### config.mk
export PLATFORM = sky130hd
export DESIGN_NAME = ryc_csc
export DESIGN_NICKNAME = d
export VERILOG_FILES = /design/src/design/ryc_pkg.sv /design/src/design/ryc_csc.sv
export SDC_FILE = /design/constraint.sdc
export NUM_CORES = 1
export LEC_CHECK = 0
export BUFFER_PORTS_ARGS = -buffer_cell sky130_fd_sc_hd__buf_2
export CAP_MARGIN = 20
export CELL_PAD_IN_SITES_DETAIL_PLACEMENT = 0
export CELL_PAD_IN_SITES_GLOBAL_PLACEMENT = 1
export CORE_ASPECT_RATIO = 0.9
export CORE_MARGIN = 3
export CORE_UTILIZATION = 30
export DETAILED_ROUTE_END_ITERATION = 12
export GPL_ROUTABILITY_DRIVEN = 0
export GPL_TIMING_DRIVEN = 0
export PLACE_DENSITY = 0.57
export SLEW_MARGIN = 20
export SYNTH_ARGS = -nofsm -noshare
export SYNTH_HDL_FRONTEND = slang
export SYNTH_SLANG_ARGS = --single-unit
### constraint.sdc
create_clock -name vclk -period 15.45
set_input_delay 3.09 -clock vclk [all_inputs]
set_output_delay 3.09 -clock vclk [all_outputs]
set_load 0.1 [all_outputs]
### src/design/ryc_pkg.sv
// ryc_pkg: shared types and constants for the rgb to ycbcr 4:2:0 converter
// payload structs, register indexes, reset values and bt.709 coefficients
// no dependencies
package ryc_pkg;

  // configuration register file
  localparam int unsigned CFG_DATA_W = 13;
  localparam int unsigned CFG_IDX_W  = 1;

  localparam logic [CFG_IDX_W-1:0] CFG_IDX_WIDTH  = 1'b0;
  localparam logic [CFG_IDX_W-1:0] CFG_IDX_HEIGHT = 1'b1;

  localparam logic [CFG_DATA_W-1:0] WIDTH_RESET  = 13'd1920;
  localparam logic [CFG_DATA_W-1:0] HEIGHT_RESET = 13'd1080;
  localparam logic [CFG_DATA_W-1:0] MAX_HEIGHT   = 13'd4096;

  // position counters wrap at 12 bits
  localparam int unsigned POS_W = 12;

  // per-channel sum widths: pair of pixels, then 2x2 block
  localparam int unsigned PAIR_W  = 9;
  localparam int unsigned BLOCK_W = 10;
  localparam int unsigned LINE_W  = 3 * PAIR_W;

  // luma coefficients, 16-bit fractions
  localparam logic [15:0] Y_R = 16'd13933;
  localparam logic [15:0] Y_G = 16'd46871;
  localparam logic [15:0] Y_B = 16'd4732;

  // chroma coefficients on 4-pixel sums, result shifted by 18
  localparam logic [15:0] CB_R = 16'd7510;
  localparam logic [15:0] CB_G = 16'd25258;
  localparam logic [15:0] CR_G = 16'd29766;
  localparam logic [15:0] CR_B = 16'd3002;
  localparam logic [15:0] C_HALF = 16'd32768;
  localparam int unsigned C_OFFSET = 33554432;  // 128 in the scaled domain
  localparam int unsigned C_SHIFT  = 18;

  typedef struct packed {
    logic [7:0] red;
    logic [7:0] green;
    logic [7:0] blue;
  } pixel_t;

  typedef struct packed {
    logic [7:0] luma;
    logic       chroma_valid;
    logic [7:0] cb_value;
    logic [7:0] cr_value;
    logic       end_of_frame;
  } result_t;

  // block sums of one 2x2 group, one per channel
  typedef struct packed {
    logic [BLOCK_W-1:0] sum_r;
    logic [BLOCK_W-1:0] sum_g;
    logic [BLOCK_W-1:0] sum_b;
  } block_sum_t;

endpackage

### src/design/ryc_csc.sv
// ryc_csc: bt.709 full-range color math, luma of one pixel and chroma of a 2x2 sum
// purely combinational, truncating then clamping to 0..255
// depends on ryc_pkg
module ryc_csc import ryc_pkg::*; (
  input  pixel_t     pix_i,
  input  block_sum_t sum_i,
  output logic [7:0] luma_o,
  output logic [7:0] cb_o,
  output logic [7:0] cr_o
);

  logic [24:0]        luma_acc;
  logic signed [28:0] cb_acc;
  logic signed [28:0] cr_acc;
  logic signed [28:0] cb_shift;
  logic signed [28:0] cr_shift;

  function automatic logic [7:0] clamp_byte(input logic signed [28:0] v);
    logic [7:0] res;
    if (v < 29'sd0) begin
      res = 8'd0;
    end else if (v > 29'sd255) begin
      res = 8'd255;
    end else begin
      res = v[7:0];
    end
    return res;
  endfunction

  // sum of coefficients is 65536, so luma never exceeds 255 but clamp anyway
  assign luma_acc = 25'(Y_R) * 25'(pix_i.red)
                  + 25'(Y_G) * 25'(pix_i.green)
                  + 25'(Y_B) * 25'(pix_i.blue);
  assign luma_o   = (luma_acc[24:16] > 9'd255) ? 8'd255 : luma_acc[23:16];

  assign cb_acc = 29'(C_OFFSET)
                + $signed(29'(C_HALF) * 29'(sum_i.sum_b))
                - $signed(29'(CB_R) * 29'(sum_i.sum_r))
                - $signed(29'(CB_G) * 29'(sum_i.sum_g));
  assign cr_acc = 29'(C_OFFSET)
                + $signed(29'(C_HALF) * 29'(sum_i.sum_r))
                - $signed(29'(CR_G) * 29'(sum_i.sum_g))
                - $signed(29'(CR_B) * 29'(sum_i.sum_b));

  // arithmetic shift floors toward minus infinity
  assign cb_shift = cb_acc >>> C_SHIFT;
  assign cr_shift = cr_acc >>> C_SHIFT;

  assign cb_o = clamp_byte(cb_shift);
  assign cr_o = clamp_byte(cr_shift);

endmodule
=== After elaboration in Yosys (flattened, before gate mapping) ===
Index checks and enable logic that the tools add are counted.

* Order comparisons: 5
* Muxes and demuxes: 5
* Multiply operators: 7
* $add $sub $neg: 8

{| class="wikitable"
|+ Operators by type and width
! kind !! number
|-
| $add A26 B25 Y27 const A || 2
|-
| $mul A14 B10 Y24 const A || 2
|-
| $mux W8 || 5
|-
| $sub A28 B23 Y29 || 1
|-
| $sub A28 B26 Y29 || 1
|-
| $sub A27 B23 Y28 || 1
|-
| $sub A27 B25 Y28 || 1
|-
| $add A22 B24 Y25 || 1
|-
| $add A25 B21 Y25 || 1
|-
| $mul A16 B8 Y24 const A || 1
|-
| $gt A11 B9 Y1 const B || 2
|-
| $lt A11 B1 Y1 const B || 2
|-
| $mul A12 B10 Y22 const A || 1
|-
| $mul A14 B8 Y22 const A || 1
|-
| $mul A11 B10 Y21 const A || 1
|-
| $mul A11 B8 Y19 const A || 1
|-
| $gt A9 B8 Y1 const B || 1
|}

* Bits of input ports: 54
* Register bits: 0
* Output and inout port bits: 24

=== Logic depth before layout (Yosys ltp) ===
Gate-level depths: netlist of run 1.

* Word-level depth: 6
* Mapped depth: 36
* Depth with buffers taken out: 35

=== Worst setup path before layout of run 1 ===
No wires, ideal clock.

* Path type: input to output
* From: input pix_i[5] (netlist bit)
* To: output luma_o[4]
* Data arrival time: 11.353 ns
* Path buffers: 0
* Path slack: 1.007 ns
* Data required time: 12.360 ns
* Stages: 28
* Path through: inv_1 fa_1 inv_1 fa_1 inv_1 fa_1 inv_1 fa_1 ha_1 a21oi_1 o21bai_1 a21oi_1 xnor2_1 fa_1 fa_1 inv_1 fa_1 inv_1 fa_1 ha_1 a21o_1 a21o_1 a21o_1 a221oi_1 a21bo_2 a21o_1 o21a_1 o21bai_1

* Word-level cells in the longest chain between the ends: 4

{| class="wikitable"
|+ RTL lines
! what !! RTL line !! text
|-
| from (decl) || ryc_csc.sv:5 || <nowiki>input pixel_t pix_i,</nowiki>
|-
| $mul A11 B8 Y19 * || ryc_csc.sv:33 || <nowiki>+ 25'(Y_B) * 25'(pix_i.blue);</nowiki>
|-
| $add A25 B21 Y25 * || ryc_csc.sv:33 ||
|-
| $gt A9 B8 Y1 || ryc_csc.sv:34 || <nowiki>assign luma_o = (luma_acc[24:16] > 9'd255) ? 8'd255 : luma_acc[23:16];</nowiki>
|-
| $mux W8 * || ryc_csc.sv:34 ||
|-
| to (decl) || ryc_csc.sv:7 || <nowiki>output logic [7:0] luma_o,</nowiki>
|}

Mark *: on every way between the ends. The rest lies on a longest branch, timed or not.

=== Worst setup path after layout of run 1 ===
Same ends and word-level chain as after synthesis.

==> flow_summary.toml, run 1 <==
[run_status]
status = "finished clean"

[min_path]
hp-class = "in -> out"

[die]
initial_core_util_pct = 30.5
die_area_um2 = 62800
die_w_um = 264
core_area_um2 = 58800
die_y_um = 238
num_rows = 84
pin_count = 78

[timing]
post-route-period-util_pct = 96.9
tightestPinTransition_ns = 0.741
hold_slack_ns = 6.97
relSlewSlack_pct = 50.5
fin_crit_ns = 14.97
hold_violations = 0
setup_violations = 0
clock.fmax_ghz = 0.0668
drv_slew = 0

[synth]
yosysMostFrequentCell = "inv_1"
syn-cell-area_um2 = 17900
synth.top_cells.by_area = "ha_1 33%, fa_1 30%, inv_1 10%"
synth.avg_cell_area_um2 = 9.14
synth_largest_area_cell = "ha_1"
yosys_warnings = 0
synth_cell_types = 70
synth.yosys.seq_area_share_pct = 0
synth_common_cells = "481 x inv_1, 471 x ha_1, 269 x fa_1"
syn_inst = 1963
syn_nets = 2757
netlist.area_leader.share_pct = 32.8

[placement]
numPortBuffers = 78
dp_hpwl_um = 39500

[final_layout]
layout-drive-gt1-share_pct = 5.59
finish.utilization_pct = 32.9
area_growth_pct = 7.76
nFlopsAndLatches = 0
clock_buffers = 0
num-fill-cells = 6123
finalNetCount = 2837
regArea_um2 = 0

[setup_path]
cp.arrival_ns = 11.88
cp_top_family = "adder cells"
critical_path_class = "in -> out"
startpoint_type = "primary input"
path_common_cell = "fa_1"
crit_fanout = 7
critPathBufInv = 8
endpoint_kind = "primary output"
worst_ep_required_time_ns = 12.36
cp_slowest_stage_delay_ns = 0.64
slowest_stage = "fa_1"

[run]
max-cap-violations = 0

[routing]
drc_errors = 0
vias_per_cell = 4.65
wl_per_cell_um = 15.1
drt_iter0_drc = 351
vias = 13100
wirelength_um = 42700
dr.pass1.iters = 5
ant_nets = 0

[global_route]
grtUsageTotal_pct = 14.0
grt_pass1_vias = 14100
grt_max_degree = 16
grt_pass1_wl_um = 72200
antenna_found_initial = 5
grt_overflow = 0

[cts]
post_cts_buffers = 0
-- logic make-up after synthesis --
kind of cell    count (synthesis)  synth area share [%]
simple gates                  294                  8.50
mux                             4                 0.251
compound gates                291                  11.0
xor+xnor                      145                  7.08
fa+ha+maj                     740                  62.9
buf+inv                       489                  10.3
-- placed cells by master, fill, tap and decap left out, types with 25 or more instances in the layout --
cell type | Yosys | layout
nor2_1 | 80 | 80
xnor2_1 | 83 | 83
ha_1 | 471 | 471
o21ai_0 | 40 | 40
nand3_1 | 26 | 26
inv_1 | 481 | 481
buf_2 | 4 | 77
xor2_1 | 62 | 62
nor3_1 | 25 | 25
a21o_1 | 40 | 40
fa_1 | 269 | 269
nand2_1 | 54 | 54
a21oi_1 | 85 | 85
-- path summary, 6_finish.rpt --
kind                 start         to  slack (ns)  depth (start not counted)
setup / recovery  pix_i[5]  luma_o[4]        0.48                         32
hold / removal    sum_i[9]    cb_o[7]        6.97                          5
-- layout make-up --
type	instances	area [µm²]	share of cell area, %
multi-input combinational	1474	16100	83.3
tap	774	968	5.01
inverter	481	1810	9.34
buffer	8	35.0	0.181
antenna	4	10.0	0.0518
timing repair buffer	78	403	2.08
-- routing by layer --
| layer | vias up | routed length [µm] | GRT usage, % |
|---|---|---|---|
| met5 | - | 21 | 0 |
| met3 | 22 | 916 | 0.928 |
| met2 | 109 | 21200 | 25.8 |
| met4 | 4 | 480 | 1.25 |
| li1 | 6623 | - | - |
| met1 | 6355 | 20100 | 18.8 |
-- metrics by stage --
step / cells / cell area (µm²) / worst slack [ns] / setup TNS, ns
global placement: 2815 / 19300 / 0.435 / 0
finish: 2819 / 19300 / 0.483 / 0
detailed placement: 2815 / 19300 / 0.417 / 0
global route: 2815 / 19300 / -0.00629 / -0.00629
floorplan: 1963 / 17900 / 1.01 / 0
CTS: 2815 / 19300 / 0.391 / 0
-- what timing repair did --
item	in CTS	in global routing
hold buffers	0	0
setup endpoints to repair	0	5
resized for setup	0	6
Power of run 1 is left out: the tool's default activity adds up to more than one toggle a clock period on the data nets, which glitch-free logic cannot reach.
==> run 2: changes to the inputs <==
--- a/config.mk
+++ b/config.mk
@@ -9,13 +9,13 @@
 export CAP_MARGIN = 20
 export CELL_PAD_IN_SITES_DETAIL_PLACEMENT = 0
 export CELL_PAD_IN_SITES_GLOBAL_PLACEMENT = 1
-export CORE_ASPECT_RATIO = 0.9
 export CORE_MARGIN = 3
 export CORE_UTILIZATION = 30
 export DETAILED_ROUTE_END_ITERATION = 12
 export GPL_ROUTABILITY_DRIVEN = 0
 export GPL_TIMING_DRIVEN = 0
 export PLACE_DENSITY = 0.57
+export RECOVER_POWER = 25
 export SLEW_MARGIN = 20
 export SYNTH_ARGS = -nofsm -noshare
 export SYNTH_HDL_FRONTEND = slang
==> run 2 against run 1 <==
Effect of this change: sequential cell count unchanged; non-clock buffer count unchanged; cell area shrank 0.17%; global-route usage increased by 0.19 points; critical endpoint unchanged; highest routed layer is now met4; die area about the same; sequential share of layout area unchanged; wire length grew 0.65%.
==> flow_summary.toml, run 2 (synthesis gave the netlist of run 1 again) <==
[run_status]
status = "finished clean"

[routing]
dr.pass1.iters = 4
drt_iter0_drc = 383
vias = 13200
wirelength_um = 42900
ant_nets = 0
vias_per_cell = 4.68
wl_per_cell_um = 15.2
drc_errors = 0

[setup_path]
critPathLaunch = "pix_i[5]"
slowest_stage = "fa_1"
cp_slowest_stage_delay_ns = 0.65
path_common_cell = "fa_1"
cp.arrival_ns = 11.82
endpoint_kind = "primary output"
critical_path_class = "in -> out"
startpoint_type = "primary input"
worst_ep_required_time_ns = 12.36
crit_fanout = 7

[die]
initial_core_util_pct = 30.3
num_rows = 89
core_area_um2 = 59100
die_w_um = 251
die_area_um2 = 62800
die_y_um = 251
pin_count = 78

[min_path]
hp-start = "sum_i[9]"
hp-class = "in -> out"

[timing]
clock.fmax_ghz = 0.0671
setup_violations = 0
rsz0062_at_grt = "false"
relSlewSlack_pct = 3.34
finalSetupTns_ns = 0
hold_violations = 0
drv_slew = 0
tightestPinTransition_ns = 1.41
fin_crit_ns = 14.91
post-route-period-util_pct = 96.5

[final_layout]
layout-drive-gt1-share_pct = 5.39
regArea_um2 = 0
clock_buffers = 0
num-fill-cells = 6280
mostFrequentLayoutCells = "481 x inv_1, 471 x ha_1, 269 x fa_1, 85 x a21oi_1, 83 x xnor2_1"
layout_commonest_cell = "inv_1"
nFlopsAndLatches = 0
area_growth_pct = 7.58
multi_input_area_um2 = 16100
finalNetCount = 2837

[global_route]
grt_max_degree = 16
grt_overflow = 0
antenna_found_initial = 5
grtUsageTotal_pct = 14.2
grt_pass1_vias = 14400
grt_pass1_wl_um = 72800

[run]
max-cap-violations = 0

[cts]
post_cts_buffers = 0
cts_hold_buffers = 0

[placement]
dp_hpwl_um = 39700
numPortBuffers = 78
run 2: cell count changes in the layout (fill, tap and decap cells not counted), moves of 2 or more:
cell / change
clkbuf_4: -4
buf_4: +2
clkbuf_1: +2
buf_2: -3
clkbuf_2: +3
run 2: routing by layer:
metal	vias to the layer above	track usage (%)	share of wire, %
met1	6431	18.1	45
li1	6621	-	-
met4	0	1.80	1.5
met5	-	0	0
met2	120	27.1	52
met3	26	0.716	2.0
run 2: what timing repair did:
item | 4_1_cts | 5_1_grt
endpoints found under the hold margin | 0 | 0
endpoints found under the setup margin | 0 | 4
resized for setup | 0 | 6
run 2: layout make-up:
| type | instances | area share [%] |
|---|---|---|
| Inverter | 481 | 9.35 |
| Antenna cell | 4 | 0.0519 |
| Tap cell | 773 | 5.01 |
| Timing Repair Buffer | 78 | 2.05 |
| Buffer | 8 | 0.182 |
| Multi-Input combinational cell | 1474 | 83.4 |
run 2: worst paths after layout:
path	to	slack, ns	depth (start not counted)
setup / recovery	luma_o[4]	0.54	32
hold / removal	cb_o[7]	6.96	5
run 2: critical path, delay by kind of cell:
family	cells	cell delay, ns
compound gates	12	2.56
buf+inv	8	0.91
xor+xnor	2	0.49
fa+ha+maj	10	4.73
run 2: through the flow:
stage	util, %	instances	hold WS (ns)	worst slack, ns	area, µm²
global placement	32.6	2814	6.95	0.380	19300
finish	32.6	2818	6.96	0.541	19300
detailed placement	32.6	2814	6.95	0.343	19300
floorplan	-	1963	6.89	1.01	17900
CTS	32.6	2814	6.95	0.339	19300
global route	32.6	2817	7.02	0.0339	19300
Power of run 2 is left out for the same reason.
==> run 3: changes to the inputs <==
--- a/config.mk
+++ b/config.mk
@@ -9,7 +9,7 @@
 export CAP_MARGIN = 20
 export CELL_PAD_IN_SITES_DETAIL_PLACEMENT = 0
 export CELL_PAD_IN_SITES_GLOBAL_PLACEMENT = 1
-export CORE_MARGIN = 3
+export CORE_MARGIN = 2
 export CORE_UTILIZATION = 30
 export DETAILED_ROUTE_END_ITERATION = 12
 export GPL_ROUTABILITY_DRIVEN = 0
==> constraint.sdc (replaced) <==
create_clock -name vclk -period 19.25
set_input_delay 3.85 -clock vclk [all_inputs]
set_output_delay 3.85 -clock vclk [all_outputs]
set_load 0.1 [all_outputs]
==> run 3 against run 2 <==
Effect of this change: first-iteration DRC count is 0.52% higher; sequential cell count stayed put; cell area is 0.13% lower; worst setup slack better by 2.1 ns; global-route usage hardly changed; hold slack better by 1.5 ns; highest routed layer is now met5; utilization hardly changed; largest cell class unchanged.
==> flow_summary.toml, run 3 (synthesis gave the netlist of run 1 again) <==
[run_status]
status = "finished clean"

[die]
core_area_um2 = 59000
die_w_um = 249
initial_core_util_pct = 30.4
pin_count = 78
die_y_um = 249
die_area_um2 = 61800
num_rows = 89

[global_route]
grt_pass1_vias = 14100
antenna_found_initial = 5
grt_max_degree = 16
grt_pass1_wl_um = 72200
grt_overflow = 0
grt_util_met2_pct = 26.7
grtUsageMet3_pct = 0.796
grtUsageMet1_pct = 18.6
top_usage_layer = "met2"
grtUsageTotal_pct = 14.2

[routing]
wl_per_cell_um = 15.2
vias = 13200
vias_per_cell = 4.69
drc_errors = 0
wirelength_um = 42900
dr.pass1.iters = 6
drt_iter0_drc = 385
ant_nets = 0

[timing]
hold_violations = 0
relSlewSlack_pct = 10.8
finalWorstSetupSlack_ns = 2.60
rsz0062_at_grt = "false"
fin_crit_ns = 16.65
setup_violations = 0
post-route-period-util_pct = 86.5
tightestPinTransition_ns = 1.30
hold_slack_ns = 8.46
drv_slew = 0
finalSetupTns_ns = 0
clock.fmax_ghz = 0.0601

[setup_path]
path_common_cell = "fa_1"
critPathLaunch = "pix_i[5]"
critical_path_class = "in -> out"
slowest_stage = "fa_1"
cp.arrival_ns = 12.80
critPathCapture = "luma_o[3]"
crit_fanout = 7
endpoint_kind = "primary output"
worst_ep_required_time_ns = 15.40
startpoint_type = "primary input"
cp_slowest_stage_delay_ns = 0.65

[min_path]
hp-class = "in -> out"

[final_layout]
num-fill-cells = 6319
area_growth_pct = 7.44
fin_area_um2 = 19300
finalNetCount = 2837
regArea_um2 = 0
clock_buffers = 0
nFlopsAndLatches = 0
mostFrequentLayoutCells = "481 x inv_1, 471 x ha_1, 269 x fa_1, 85 x a21oi_1, 83 x xnor2_1"
layout-drive-gt1-share_pct = 5.19
layout_commonest_cell = "inv_1"

[placement]
dp_slack_ns = 2.52
numPortBuffers = 78
dp_hpwl_um = 39600
dpl_cell_area_um2 = 19300

[cts]
postCtsResizedCells = 0
cts_hold_buffers = 0
post_cts_buffers = 0

[run]
max-cap-violations = 0
## run 3: worst max-delay path: cells and delay by family
kind,cells,cell delay [ns]
AOI/OAI and AO/OA,12,2.57
xor gates and xnor gates,2,0.55
adders and majority gates,10,4.77
buffers and inverters,8,1.07
## run 3: how the worst min path moves through the flow
stage	startpoint	end	slack, ns	cells after the start
after detailed placement	sum_i[9]	cb_o[7]	8.46	5
after global routing	sum_i[9]	cb_o[7]	8.50	5
after floorplan	sum_i[9]	cb_o[6]	8.41	4
after global placement	sum_i[9]	cb_o[7]	8.44	5
final	sum_i[9]	cb_o[7]	8.46	5
after CTS	sum_i[9]	cb_o[7]	8.46	5
## run 3: area by class of cell
| class | count | area (µm²) | share of cell area (%) |
|---|---|---|---|
| Buffer | 8 | 35.0 | 0.182 |
| Multi-Input combinational cell | 1474 | 16100 | 83.4 |
| Antenna cell | 1 | 2.50 | 0.0130 |
| Tap cell | 773 | 967 | 5.02 |
| Timing Repair Buffer | 78 | 384 | 1.99 |
| Inverter | 481 | 1810 | 9.37 |
## run 3: routing by layer
layer / routed length [µm] / vias up
met5: 43 / -
met1: 19500 / 6438
met2: 22100 / 97
met4: 493 / 8
met3: 762 / 34
li1: - / 6627
## run 3: through the flow
stage               cells  utilization (%)
CTS                  2814             32.7
detailed placement   2814             32.7
finish               2815             32.7
global placement     2814             32.7
global route         2815             32.7
floorplan            1963                -
Power of run 3 is left out for the same reason.
